File: config.mk
export PLATFORM = sky130hd
export DESIGN_NAME = srecord_s3_encoder
export DESIGN_NICKNAME = d
export VERILOG_FILES = /design/src/rtl/srec_pkg.sv /design/src/rtl/srec_ctrl.sv /design/src/rtl/srec_dp.sv /design/src/rtl/srecord_s3_encoder.sv
export SDC_FILE = /design/constraint.sdc
export NUM_CORES = 1
export LEC_CHECK = 0
export ABC_CLOCK_PERIOD_IN_PS = 4300
export BUFFER_PORTS_ARGS = -buffer_cell sky130_fd_sc_hd__buf_2
export CORE_MARGIN = 5
export CORE_UTILIZATION = 40
export CTS_CLUSTER_DIAMETER = 100
export DETAILED_ROUTE_END_ITERATION = 16
export PLACE_DENSITY = 0.57
export SETUP_SLACK_MARGIN = 0.1
export SYNTH_ARGS = -nofsm -noshare
export SYNTH_HDL_FRONTEND = slang
export SYNTH_SLANG_ARGS = --single-unit
File: constraint.sdc
create_clock -name clock -period 4.3 [get_ports clock]
set_input_delay 0.215 -clock clock [delete_from_list [all_inputs] [get_ports clock]]
set_output_delay 0.215 -clock clock [all_outputs]
set_load 0.005 [all_outputs]
File: src/rtl/srec_pkg.sv
// Shared types, codes and constants for the S3 record encoder.
// Used by srec_ctrl, srec_dp and srecord_s3_encoder; no dependencies.
`default_nettype none

package srec_pkg;

   // Item opcodes
   localparam logic [1:0] OP_DATA   = 2'd0;
   localparam logic [1:0] OP_RANGE  = 2'd1;
   localparam logic [1:0] OP_FINISH = 2'd2;

   // Configuration register indexes
   localparam logic CSR_MAX_RECORD_BYTES = 1'b0;
   localparam logic CSR_ENTRY_FROM_FIRST = 1'b1;

   localparam int          CSR_DATA_WIDTH     = 5;
   localparam logic [4:0]  MAX_BYTES_RESET    = 5'd16;

   // Record text characters
   localparam logic [6:0] CHAR_S      = 7'h53;
   localparam logic [6:0] CHAR_KIND3  = 7'h33;
   localparam logic [6:0] CHAR_KIND7  = 7'h37;
   localparam logic [6:0] CHAR_NL     = 7'd10;
   localparam logic [7:0] COUNT_BASE  = 8'd5;

   typedef enum logic [2:0] {
      ST_IDLE,
      ST_S,
      ST_KIND,
      ST_HI,
      ST_LO,
      ST_NL
   } state_type;

   typedef enum logic [2:0] {
      CH_S,
      CH_KIND,
      CH_HI,
      CH_LO,
      CH_NL
   } char_sel_type;

   // Controller to datapath
   typedef struct packed {
      logic         load;
      logic         emit;
      char_sel_type sel;
      logic         next_byte;
   } cmd_type;

   // Datapath to controller
   typedef struct packed {
      logic emit_req;
      logic csum_byte;
      logic out_free;
   } status_type;

   // Uppercase hex digit for one nibble
   function automatic logic [6:0] hex_digit(input logic [3:0] nib);
      logic [6:0] code;
      if (nib < 4'd10) begin
         code = 7'h30 + {3'b000, nib};
      end else begin
         code = 7'h37 + {3'b000, nib};
      end
      return code;
   endfunction

endpackage

`default_nettype wire

File: src/rtl/srec_ctrl.sv
// Sequencing state machine of the S3 record encoder: item intake and the
// character order of each record. Depends on srec_pkg.
`default_nettype none

module srec_ctrl
   import srec_pkg::*;
(
   input  wire logic       clock,
   input  wire logic       reset,
   input  wire logic       req_valid,
   output      logic       req_stall,
   input  wire status_type status,
   output      cmd_type    cmd
);

   state_type state_ff;
   state_type state_in;

   // State register
   always_ff @(posedge clock) begin
      if (reset) begin
         state_ff <= ST_IDLE;
      end else begin
         state_ff <= state_in;
      end
   end

   // Next state and commands
   always_comb begin
      state_in      = state_ff;
      req_stall     = 1'b1;
      cmd.load      = 1'b0;
      cmd.emit      = 1'b0;
      cmd.sel       = CH_S;
      cmd.next_byte = 1'b0;
      case (state_ff)
         ST_IDLE: begin
            req_stall = 1'b0;
            if (req_valid) begin
               cmd.load = 1'b1;
               if (status.emit_req) begin
                  state_in = ST_S;
               end
            end
         end
         ST_S: begin
            cmd.sel = CH_S;
            if (status.out_free) begin
               cmd.emit = 1'b1;
               state_in = ST_KIND;
            end
         end
         ST_KIND: begin
            cmd.sel = CH_KIND;
            if (status.out_free) begin
               cmd.emit = 1'b1;
               state_in = ST_HI;
            end
         end
         ST_HI: begin
            cmd.sel = CH_HI;
            if (status.out_free) begin
               cmd.emit = 1'b1;
               state_in = ST_LO;
            end
         end
         ST_LO: begin
            cmd.sel = CH_LO;
            if (status.out_free) begin
               cmd.emit = 1'b1;
               // advance to the next byte, or close after the checksum
               if (status.csum_byte) begin
                  state_in = ST_NL;
               end else begin
                  cmd.next_byte = 1'b1;
                  state_in      = ST_HI;
               end
            end
         end
         ST_NL: begin
            cmd.sel = CH_NL;
            if (status.out_free) begin
               cmd.emit = 1'b1;
               state_in = ST_IDLE;
            end
         end
         default: begin
            state_in = ST_IDLE;
         end
      endcase
   end

endmodule

`default_nettype wire

File: src/rtl/srec_dp.sv
// Datapath of the S3 record encoder: configuration, record buffer, address
// state, byte selection, checksum and output register. Depends on srec_pkg.
`default_nettype none

module srec_dp
   import srec_pkg::*;
#(
   parameter int MAX_RECORD_BYTES = 16
)(
   input  wire logic                      clock,
   input  wire logic                      reset,
   input  wire logic                      csr_write,
   input  wire logic                      csr_index,
   input  wire logic [CSR_DATA_WIDTH-1:0] csr_data,
   input  wire logic [1:0]                req_opcode,
   input  wire logic [7:0]                req_data_byte,
   input  wire logic                      req_range_first,
   input  wire logic                      req_range_last,
   input  wire logic [31:0]               req_start_address,
   input  wire logic                      rsp_stall,
   output      logic                      rsp_valid,
   output      logic [6:0]                rsp_ascii_char,
   output      logic                      rsp_line_end,
   input  wire cmd_type                   cmd,
   output      status_type                status
);

   localparam int FW = $clog2(MAX_RECORD_BYTES + 1);
   localparam int BW = (MAX_RECORD_BYTES > 1) ? $clog2(MAX_RECORD_BYTES) : 1;
   localparam int IW = $clog2(MAX_RECORD_BYTES + 6);
   localparam logic [FW-1:0] MAX_FILL = FW'(MAX_RECORD_BYTES);
   localparam logic [IW-1:0] DATA_BASE = IW'(5);

   // Configuration and record state
   logic [4:0]    max_bytes_ff;
   logic          entry_first_ff;
   logic [FW-1:0] fill_ff, fill_in;
   logic [31:0]   record_addr_ff, record_addr_in;
   logic [31:0]   next_addr_ff, next_addr_in;
   logic [31:0]   entry_start_ff, entry_start_in;
   logic          entry_valid_ff, entry_valid_in;

   // Record being sent
   logic [7:0]    buffer_ff [MAX_RECORD_BYTES];
   logic          kind7_ff, kind7_in;
   logic [7:0]    count_ff, count_in;
   logic [31:0]   emit_addr_ff, emit_addr_in;
   logic [FW-1:0] emit_len_ff, emit_len_in;
   logic [IW-1:0] idx_ff, idx_in;
   logic [7:0]    sum_ff, sum_in;

   // Output register
   logic          rsp_valid_ff, rsp_valid_in;
   logic [6:0]    rsp_char_ff, rsp_char_in;
   logic          rsp_end_ff, rsp_end_in;

   logic [FW-1:0] limit;
   logic [FW-1:0] fill_base;
   logic [FW-1:0] fill_next;
   logic [31:0]   addr_base;
   logic          opens;
   logic          data_emit;
   logic [IW-1:0] data_idx;
   logic [7:0]    cur_byte;
   logic          emit_req;
   logic          csum_hit;
   logic          out_free;

   // Clamp the record length to 1..MAX_RECORD_BYTES
   always_comb begin
      if (max_bytes_ff == 5'd0) begin
         limit = FW'(1);
      end else if ({{FW{1'b0}}, max_bytes_ff} > {5'd0, MAX_FILL}) begin
         limit = MAX_FILL;
      end else begin
         limit = max_bytes_ff[FW-1:0] | {FW{1'b0}};
      end
   end

   // Item decode
   always_comb begin
      opens     = (req_opcode == OP_DATA) && req_range_first;
      fill_base = opens ? '0 : fill_ff;
      addr_base = opens ? req_start_address : next_addr_ff;
      fill_next = fill_base + FW'(1);
      data_emit = (fill_next >= limit) || req_range_last;
   end

   assign emit_req = ((req_opcode == OP_DATA) && data_emit) ||
                     (req_opcode == OP_FINISH);

   assign status = {emit_req, csum_hit, out_free};

   // State update on item load
   always_comb begin
      fill_in        = fill_ff;
      record_addr_in = record_addr_ff;
      next_addr_in   = next_addr_ff;
      entry_start_in = entry_start_ff;
      entry_valid_in = entry_valid_ff;
      kind7_in       = kind7_ff;
      count_in       = count_ff;
      emit_addr_in   = emit_addr_ff;
      emit_len_in    = emit_len_ff;
      if (cmd.load) begin
         case (req_opcode)
            OP_DATA: begin
               if (opens && !entry_valid_ff) begin
                  entry_start_in = req_start_address;
                  entry_valid_in = 1'b1;
               end
               if (fill_base == '0) begin
                  record_addr_in = addr_base;
               end
               next_addr_in = addr_base + 32'd1;
               fill_in      = data_emit ? '0 : fill_next;
               kind7_in     = 1'b0;
               count_in     = 8'(fill_next) + COUNT_BASE;
               emit_addr_in = (fill_base == '0) ? addr_base : record_addr_ff;
               emit_len_in  = fill_next;
            end
            OP_RANGE: begin
               fill_in      = '0;
               next_addr_in = req_start_address;
               if (!entry_valid_ff) begin
                  entry_start_in = req_start_address;
                  entry_valid_in = 1'b1;
               end
            end
            OP_FINISH: begin
               kind7_in       = 1'b1;
               count_in       = COUNT_BASE;
               emit_addr_in   = (entry_first_ff && entry_valid_ff) ? entry_start_ff : 32'd0;
               emit_len_in    = '0;
               fill_in        = '0;
               record_addr_in = 32'd0;
               next_addr_in   = 32'd0;
               entry_start_in = 32'd0;
               entry_valid_in = 1'b0;
            end
            default: begin
               // unused opcode: drop
            end
         endcase
      end
   end

   // Control state and configuration
   always_ff @(posedge clock) begin
      if (reset) begin
         max_bytes_ff   <= MAX_BYTES_RESET;
         entry_first_ff <= 1'b1;
         fill_ff        <= '0;
         record_addr_ff <= 32'd0;
         next_addr_ff   <= 32'd0;
         entry_start_ff <= 32'd0;
         entry_valid_ff <= 1'b0;
         rsp_valid_ff   <= 1'b0;
      end else begin
         if (csr_write) begin
            case (csr_index)
               CSR_MAX_RECORD_BYTES: max_bytes_ff   <= csr_data;
               CSR_ENTRY_FROM_FIRST: entry_first_ff <= csr_data[0];
               default: begin
               end
            endcase
         end
         fill_ff        <= fill_in;
         record_addr_ff <= record_addr_in;
         next_addr_ff   <= next_addr_in;
         entry_start_ff <= entry_start_in;
         entry_valid_ff <= entry_valid_in;
         rsp_valid_ff   <= rsp_valid_in;
      end
   end

   // Record buffer write
   always_ff @(posedge clock) begin
      if (cmd.load && (req_opcode == OP_DATA)) begin
         buffer_ff[fill_base[BW-1:0]] <= req_data_byte;
      end
   end

   // Byte in turn: count, four address bytes, data, checksum
   always_comb begin
      data_idx = idx_ff - DATA_BASE;
      csum_hit = (idx_ff == (IW'(emit_len_ff) + DATA_BASE));
      case (idx_ff)
         IW'(0): cur_byte = count_ff;
         IW'(1): cur_byte = emit_addr_ff[31:24];
         IW'(2): cur_byte = emit_addr_ff[23:16];
         IW'(3): cur_byte = emit_addr_ff[15:8];
         IW'(4): cur_byte = emit_addr_ff[7:0];
         default: begin
            if (csum_hit) begin
               cur_byte = ~sum_ff;
            end else begin
               cur_byte = buffer_ff[data_idx[BW-1:0]];
            end
         end
      endcase
   end

   // Byte index and running sum
   always_comb begin
      idx_in = idx_ff;
      sum_in = sum_ff;
      if (cmd.load) begin
         idx_in = '0;
         sum_in = 8'd0;
      end else if (cmd.next_byte) begin
         idx_in = idx_ff + IW'(1);
         sum_in = sum_ff + cur_byte;
      end
   end

   always_ff @(posedge clock) begin
      kind7_ff     <= kind7_in;
      count_ff     <= count_in;
      emit_addr_ff <= emit_addr_in;
      emit_len_ff  <= emit_len_in;
      idx_ff       <= idx_in;
      sum_ff       <= sum_in;
      rsp_char_ff  <= rsp_char_in;
      rsp_end_ff   <= rsp_end_in;
   end

   // Output register: load a character, hold while stalled
   assign out_free = !rsp_valid_ff || !rsp_stall;

   always_comb begin
      rsp_valid_in = rsp_valid_ff;
      rsp_char_in  = rsp_char_ff;
      rsp_end_in   = rsp_end_ff;
      if (cmd.emit) begin
         rsp_valid_in = 1'b1;
         rsp_end_in   = 1'b0;
         case (cmd.sel)
            CH_S:    rsp_char_in = CHAR_S;
            CH_KIND: rsp_char_in = kind7_ff ? CHAR_KIND7 : CHAR_KIND3;
            CH_HI:   rsp_char_in = hex_digit(cur_byte[7:4]);
            CH_LO:   rsp_char_in = hex_digit(cur_byte[3:0]);
            CH_NL: begin
               rsp_char_in = CHAR_NL;
               rsp_end_in  = 1'b1;
            end
            default: rsp_char_in = CHAR_NL;
         endcase
      end else if (!rsp_stall) begin
         rsp_valid_in = 1'b0;
      end
   end

   assign rsp_valid      = rsp_valid_ff;
   assign rsp_ascii_char = rsp_char_ff;
   assign rsp_line_end   = rsp_end_ff;

endmodule

`default_nettype wire

File: src/rtl/srecord_s3_encoder.sv
// Top level of the S3 record encoder: controller plus datapath.
// Depends on srec_pkg, srec_ctrl and srec_dp.
//
//   channel  direction  handshake            payload
//   req      in         req_valid/req_stall  opcode, data_byte, range_first,
//                                            range_last, start_address
//   rsp      out        rsp_valid/rsp_stall  ascii_char, line_end
//   csr      in         csr_write            csr_index, csr_data
//
// An item that emits nothing is accepted while the controller stays idle. An
// item that emits a record is loaded, then its 2*n + 15 characters (n data
// bytes, n = 0 for S7) go out one a cycle through the output register while
// the output does not stall; intake stalls until the record is done.
// Reset is synchronous; it restores the register defaults and clears the
// fill count, addresses and entry state.
`default_nettype none

module srecord_s3_encoder
   import srec_pkg::*;
#(
   parameter int MAX_RECORD_BYTES = 16
)(
   input  wire logic                      clock,
   input  wire logic                      reset,
   input  wire logic                      req_valid,
   output      logic                      req_stall,
   input  wire logic [1:0]                req_opcode,
   input  wire logic [7:0]                req_data_byte,
   input  wire logic                      req_range_first,
   input  wire logic                      req_range_last,
   input  wire logic [31:0]               req_start_address,
   output      logic                      rsp_valid,
   input  wire logic                      rsp_stall,
   output      logic [6:0]                rsp_ascii_char,
   output      logic                      rsp_line_end,
   input  wire logic                      csr_write,
   input  wire logic                      csr_index,
   input  wire logic [CSR_DATA_WIDTH-1:0] csr_data
);

   cmd_type    cmd;
   status_type status;

   srec_ctrl u_ctrl (
      .clock     (clock),
      .reset     (reset),
      .req_valid (req_valid),
      .req_stall (req_stall),
      .status    (status),
      .cmd       (cmd)
   );

   srec_dp #(
      .MAX_RECORD_BYTES (MAX_RECORD_BYTES)
   ) u_dp (
      .clock             (clock),
      .reset             (reset),
      .csr_write         (csr_write),
      .csr_index         (csr_index),
      .csr_data          (csr_data),
      .req_opcode        (req_opcode),
      .req_data_byte     (req_data_byte),
      .req_range_first   (req_range_first),
      .req_range_last    (req_range_last),
      .req_start_address (req_start_address),
      .rsp_stall         (rsp_stall),
      .rsp_valid         (rsp_valid),
      .rsp_ascii_char    (rsp_ascii_char),
      .rsp_line_end      (rsp_line_end),
      .cmd               (cmd),
      .status            (status)
   );

endmodule

`default_nettype wire

==> results of run 1 <==
-- layout make-up --
cell class,count,area (um2),area share
Clock buffer,47,972,0.0573
Multi-Input combinational cell,941,6410,0.378
Sequential cell,305,7910,0.467
Clock inverter,16,193,0.0114
Inverter,28,105,0.00620
Tap cell,468,586,0.0345
Timing Repair Buffer,117,778,0.0459
-- worst max-delay path, delay by kind of cell (launching register included) --
kind | cells | cell delay, ns
multiplexers | 2 | 0.83
flip-flops | 1 | 0.39
buffers and inverters | 3 | 0.41
XOR/XNOR | 1 | 0.15
adder cells (fa/ha/maj) | 2 | 0.61
AO/OA/AOI/OAI | 7 | 1.13
AND/OR/NAND/NOR | 1 | 0.31
-- sequential cells by signal, summed over array words and instances, names as in the netlist, 6 cells and up --
signal	count
u_dp.entry_start_ff	32
u_dp.buffer_ff	128
u_dp.sum_ff	8
u_dp.record_addr_ff	32
u_dp.count_ff	6
u_dp.emit_addr_ff	32
u_dp.rsp_ascii_char	7
u_dp.next_addr_ff	32
-- routing by layer --
metal	vias to the layer above	global-route usage	wire, um
li1	5161	-	-
met4	0	0.0405	668
met2	300	0.302	18500
met5	-	0	0
met3	46	0.0290	2070
met1	5382	0.279	18500
-- Yosys cell counts (all sizes together), types with 29 or more instances --
cell type  number  area [um2]
a21oi         120         619
clkbuf         72         270
dfxtp         125        2500
edfxtp        180        5410
mux2i          38         380
mux4           40         935
nand2          99         372
nand3          29         145
nor2          222         841
nor3           31         165
nor3b          33         248
o21ai          63         315
xnor2          29         254
-- what timing repair did --
| item | CTS | global route |
|---|---|---|
| hold endpoints to repair | 8 | 0 |
| hold buffers | 8 | 0 |
| endpoints found under the setup margin | 0 | 2 |
| resized for setup | 0 | 1 |
-- power breakdown --
part | internal (mW) | total [mW] | switching, mW | leakage [nW]
Combinational | 0.337 | 0.973 | 0.636 | 2.60
Sequential | 3.26 | 3.35 | 0.0859 | 2.65
Clock | 1.83 | 3.02 | 1.19 | 0.568
-- cell families (layout without fill, tap and decap cells) --
logic type / count (synthesis) / count (layout) / share of synthesized area
compound gates: 304 / 304 / 0.135
xor+xnor: 45 / 45 / 0.0271
fa+ha+maj: 29 / 29 / 0.0249
buf+inv: 119 / 208 / 0.0356
flops: 305 / 305 / 0.534
mux: 84 / 84 / 0.0934
simple gates: 479 / 479 / 0.150
-- placed cells by master (no fill, tap or decap), types with 29 or more instances in the layout --
cell type  count
clkbuf_16     36
nand3_1       29
dfxtp_1      123
nor2_1       220
xnor2_1       29
nand2_1       98
mux4_2        31
nor3b_1       33
buf_4         43
buf_2         63
a21oi_1      114
edfxtp_1     180
nor3_1        29
mux2i_1       38
o21ai_0       52
-- stage by stage --
stage / hold WS (ns) / power, mW / area, um2 / utilization / worst slack (ns)
6_report: 0.0343 / 7.34 / 17000 / 0.463 / 0.379
5_1_grt: 0.0430 / 7.65 / 17000 / 0.463 / 0.109
3_3_place_gp: 0.424 / 4.35 / 15700 / 0.429 / 0.356
3_5_place_dp: 0.424 / 4.37 / 15700 / 0.429 / 0.306
2_1_floorplan: 0.314 / 4.04 / 14800 / - / 0.117
4_1_cts: 0.00943 / 7.40 / 17000 / 0.463 / 0.277
-- how the worst min path moves through the flow --
stage	startpoint	endpoint	slack, ns	cells past startpoint
floorplan	req_data_byte[0]	u_dp.buffer_ff[0][0]$_DFFE_PP_	0.31	0
global placement	csr_data[4]	u_dp.max_bytes_ff[4]$_SDFFE_PP1P_	0.42	2
detailed placement	csr_data[4]	u_dp.max_bytes_ff[4]$_SDFFE_PP1P_	0.42	2
CTS	req_start_address[1]	u_dp.next_addr_ff[1]$_SDFFE_PP0P_	0.009	3
global route	req_start_address[25]	u_dp.next_addr_ff[25]$_SDFFE_PP0P_	0.04	3
finish	req_start_address[24]	u_dp.next_addr_ff[24]$_SDFFE_PP0P_	0.03	3
==> results.toml, run 1 <==
[timing]
slew_headroom = 0.165
timing.final.hold_violations = 0
fin_crit_ns = 3.92
finalSetupTns_ns = 0
rsz0062_at_grt = "false"
min_period_over_period = 0.912
finalSetupViolations = 0
tightest_slew_ns = 1.25
slew_viol_final = 0
clock_skew_ns = 0.0204
max_freq_ghz = 0.255

[setup_path]
worstPathMaxFanout = 33
arrival_ns = 4.36
endpoint = "u_dp.sum_ff[7]$_SDFFE_PP0P_"
required_ns = 4.74
path_class = "reg -> reg"
r2r_end = "u_dp.sum_ff[7]$_SDFFE_PP0P_"
r2r_cells = 16
cpPeakStageDelay_ns = 0.52
cp-start-kind = "flip-flop"
cp-startpoint = "u_dp.idx_ff[1]$_SDFFE_PP0P_"
r2r_slack_ns = 0.38
crit_path_cell_trace = "inv_1 > ha_1 > buf_12 > mux4_2 > mux4_2 > a221oi_4 > inv_2 > ha_1 > a21o_1 > a21oi_2 > o21bai_1 > a21oi_2 > o21ai_1 > xor2_1 > or3_1 > a21oi_1"
r2r-start = "u_dp.idx_ff[1]$_SDFFE_PP0P_"
end_kind = "flip-flop"
cpMaxStageDelayCell = "mux4_2"

[pwr]
power_density_mw_per_mm2 = 433
power.leakage_nw = 5.82
ir_drop_mv = 0.299

[finish]
drive_above_1_share = 0.158
final_cells = 1922
areaGrowthSynthToFinish_pct = 14.6
final_nets = 1511
num_antenna_cells = 0
n_fill_cell = 3376

[grt]
grt_pass1_vias = 10500
grt_max_degree = 65
grt_pass1_wl_mm = 62.3
antenna_found_initial = 0
track_usage = 0.190
overflow = 0

[synthesis]
async_flop_share = 0
syn_avg_cell_area_um2 = 10.8
seq_area_frac_synth = 0.534
synthFlopType = "edfxtp_1"
syn_area_mm2 = 0.0148
ys_warn_count = 0
synth_edf_count = 180
synthCells = 1365
synth_nets = 1448
synth_seq_cells = 305
synthDistinctLibCells = 77

[detailed_routing]
avgViaCountPerCell = 5.67
num_vias = 10900
dr.pass1.iters = 5
routedWlPerCell_um = 20.7
wirelength_mm = 39.7
first_iter_violations = 917
drc_errors = 0
ant_nets = 0

[floorplanning]
rows = 70
core_mm2 = 0.0366
die-area_mm2 = 0.0409
start_util = 0.404
die_x_um = 202
pin_count = 65
die_h_um = 202

[place]
io_buffers = 64
dpl.cell_count = 1851
dp_hpwl_mm = 26.1
gp_congestion = 0.849

[clock_network]
clock_sinks = 305
cts_root_buffer = "clkbuf_16"
numCtsBuffers = 35
clock_latency_ns = 0.53
cts-htree-levels = 2
clockBufferDepth = 3
clk_pin_slew_worst_paths_ns = 0.06
cts_tree = "done"
cts_setup_buffers = 0

[status]
status = "finished clean"

[job]
drv_cap = 0

[hold_path]
hold_class = "in -> reg"
(Power assumes the default switching activity.)
==> run 2, diff against run 1 <==
PLACE_DENSITY = 0.69   (was 0.57)
==> results.toml, run 2 (synthesis gave the netlist of run 1 again) <==
[detailed_routing]
drc_errors = 0
ant_nets = 0
num_vias = 11000
routedWlPerCell_um = 20.0
dr.pass1.iters = 5
first_iter_violations = 1011
avgViaCountPerCell = 5.73
wirelength_mm = 38.3

[place]
io_buffers = 64
dpl.cell_count = 1845
gp_congestion = 0.883
dp_hpwl_mm = 25.1

[clock_network]
cts-htree-levels = 2
clock_latency_ns = 0.53
cts_tree = "done"
numCtsBuffers = 36
cts_root_buffer = "clkbuf_16"
clockBufferDepth = 3
clk_pin_slew_worst_paths_ns = 0.06
clock_sinks = 305

[setup_path]
crit_path_cell_trace = "inv_1 > ha_4 > buf_12 > mux4_2 > mux4_2 > a221oi_4 > inv_2 > ha_1 > a21o_1 > a21oi_2 > o21bai_1 > a21oi_2 > o21ai_1 > xor2_1 > or3_1 > a21oi_1"
r2r-start = "u_dp.idx_ff[0]$_SDFFE_PP0P_"
cpMaxStageDelayCell = "mux4_2"
path_class = "reg -> reg"
r2r_end = "u_dp.sum_ff[7]$_SDFFE_PP0P_"
r2r_slack_ns = 0.32
end_kind = "flip-flop"
r2r_cells = 16
arrival_ns = 4.43
cpPeakStageDelay_ns = 0.51
cp-start-kind = "flip-flop"
worstPathMaxFanout = 17
required_ns = 4.75

[floorplanning]
start_util = 0.404
die_h_um = 202
die-area_mm2 = 0.0409
pin_count = 65
rows = 70
die_x_um = 202
core_mm2 = 0.0366

[status]
status = "finished clean"

[grt]
grt_pass1_wl_mm = 60.0
overflow = 0
track_usage = 0.182
grt_pass1_vias = 10700
antenna_found_initial = 0
grt_max_degree = 73

[timing]
clock_skew_ns = 0.0303
min_period_over_period = 0.926
fin_crit_ns = 3.98
max_freq_ghz = 0.251
slew_viol_final = 0
tightest_slew_ns = 1.32
finalSetupViolations = 0
rsz0062_at_grt = "false"
slew_headroom = 0.111
finalSetupTns_ns = 0
timing.final.hold_violations = 0

[finish]
final_cells = 1918
largest_register_ffs = 128
layout.cells.most_common_list = "220 x nor2_1, 180 x edfxtp_1, 123 x dfxtp_1, 114 x a21oi_1, 98 x nand2_1"
num_antenna_cells = 0
areaGrowthSynthToFinish_pct = 14.3
final_common_cell = "nor2_1"
final_nets = 1507
drive_above_1_share = 0.157

[pwr]
power_density_mw_per_mm2 = 430
power.leakage_nw = 5.77
ir_drop_mv = 0.284

[hold_path]
min_to = "u_dp.next_addr_ff[1]$_SDFFE_PP0P_"
hold_start = "req_start_address[1]"
worstHoldPathCells = 3
hold_class = "in -> reg"

[job]
drv_cap = 0
## run 2: where the power goes
| group | total, mW | internal [mW] | leakage (nW) | switching, mW |
|---|---|---|---|---|
| clock network | 2.96 | 1.73 | 0.549 | 1.23 |
| registers | 3.35 | 3.26 | 2.65 | 0.0864 |
| logic | 0.956 | 0.333 | 2.57 | 0.622 |
| total | 7.26 | 5.33 | 5.77 | 1.94 |
## run 2: worst max-delay path by stage
stage	cells past startpoint	endpoint	slack (ns)	start
global route	16	u_dp.sum_ff[7]$_SDFFE_PP0P_	0.11	u_dp.idx_ff[0]$_SDFFE_PP0P_
global placement	16	u_dp.sum_ff[7]$_SDFFE_PP0P_	0.38	u_dp.idx_ff[1]$_SDFFE_PP0P_
detailed placement	16	u_dp.sum_ff[7]$_SDFFE_PP0P_	0.27	u_dp.idx_ff[1]$_SDFFE_PP0P_
finish	16	u_dp.sum_ff[7]$_SDFFE_PP0P_	0.32	u_dp.idx_ff[0]$_SDFFE_PP0P_
floorplan	20	u_dp.sum_ff[7]$_SDFFE_PP0P_	0.12	u_dp.idx_ff[0]$_SDFFE_PP0P_
CTS	16	u_dp.sum_ff[7]$_SDFFE_PP0P_	0.25	u_dp.idx_ff[1]$_SDFFE_PP0P_
## run 2: metrics by stage
step	utilization	total power, mW	hold WS (ns)	area, um2	setup WS (ns)
floorplan	-	4.04	0.314	14800	0.117
global placement	0.428	4.32	0.423	15700	0.378
detailed placement	0.428	4.34	0.437	15700	0.269
CTS	0.461	7.29	0.00528	16900	0.252
global route	0.462	7.55	0.0355	16900	0.114
finish	0.462	7.26	0.0233	16900	0.318
## run 2: layout make-up
| type | instances | area (um2) |
|---|---|---|
| timing repair buffer | 112 | 746 |
| fill | 3281 | 19700 |
| sequential | 305 | 7910 |
| clock inverter | 24 | 223 |
| clock buffer | 40 | 916 |
| inverter | 28 | 105 |
| multi-input combinational | 941 | 6420 |
| tap | 468 | 586 |
## run 2: what timing repair did
action	4_1_cts	5_1_grt
resized for setup	0	3
hold buffers	8	0
hold endpoints to repair	8	0
endpoints found under the setup margin	0	1
setup buffers	0	0
## run 2: layer usage
metal | global-route usage | share of wire | up-vias
met3 | 0.0295 | 0.061 | 67
met2 | 0.291 | 0.47 | 378
met1 | 0.257 | 0.45 | 5383
li1 | - | - | 5157
met4 | 0.0567 | 0.025 | 0
met5 | 0 | 0 | -
## run 2: critical path: cells and delay by family (launching register included)
family	cells	cell delay [ns]
AND/OR/NAND/NOR	1	0.32
AO/OA/AOI/OAI	7	1.15
adder cells (fa/ha/maj)	2	0.62
buffers and inverters	3	0.42
flip-flops	1	0.41
multiplexers	2	0.82
XOR/XNOR	1	0.16
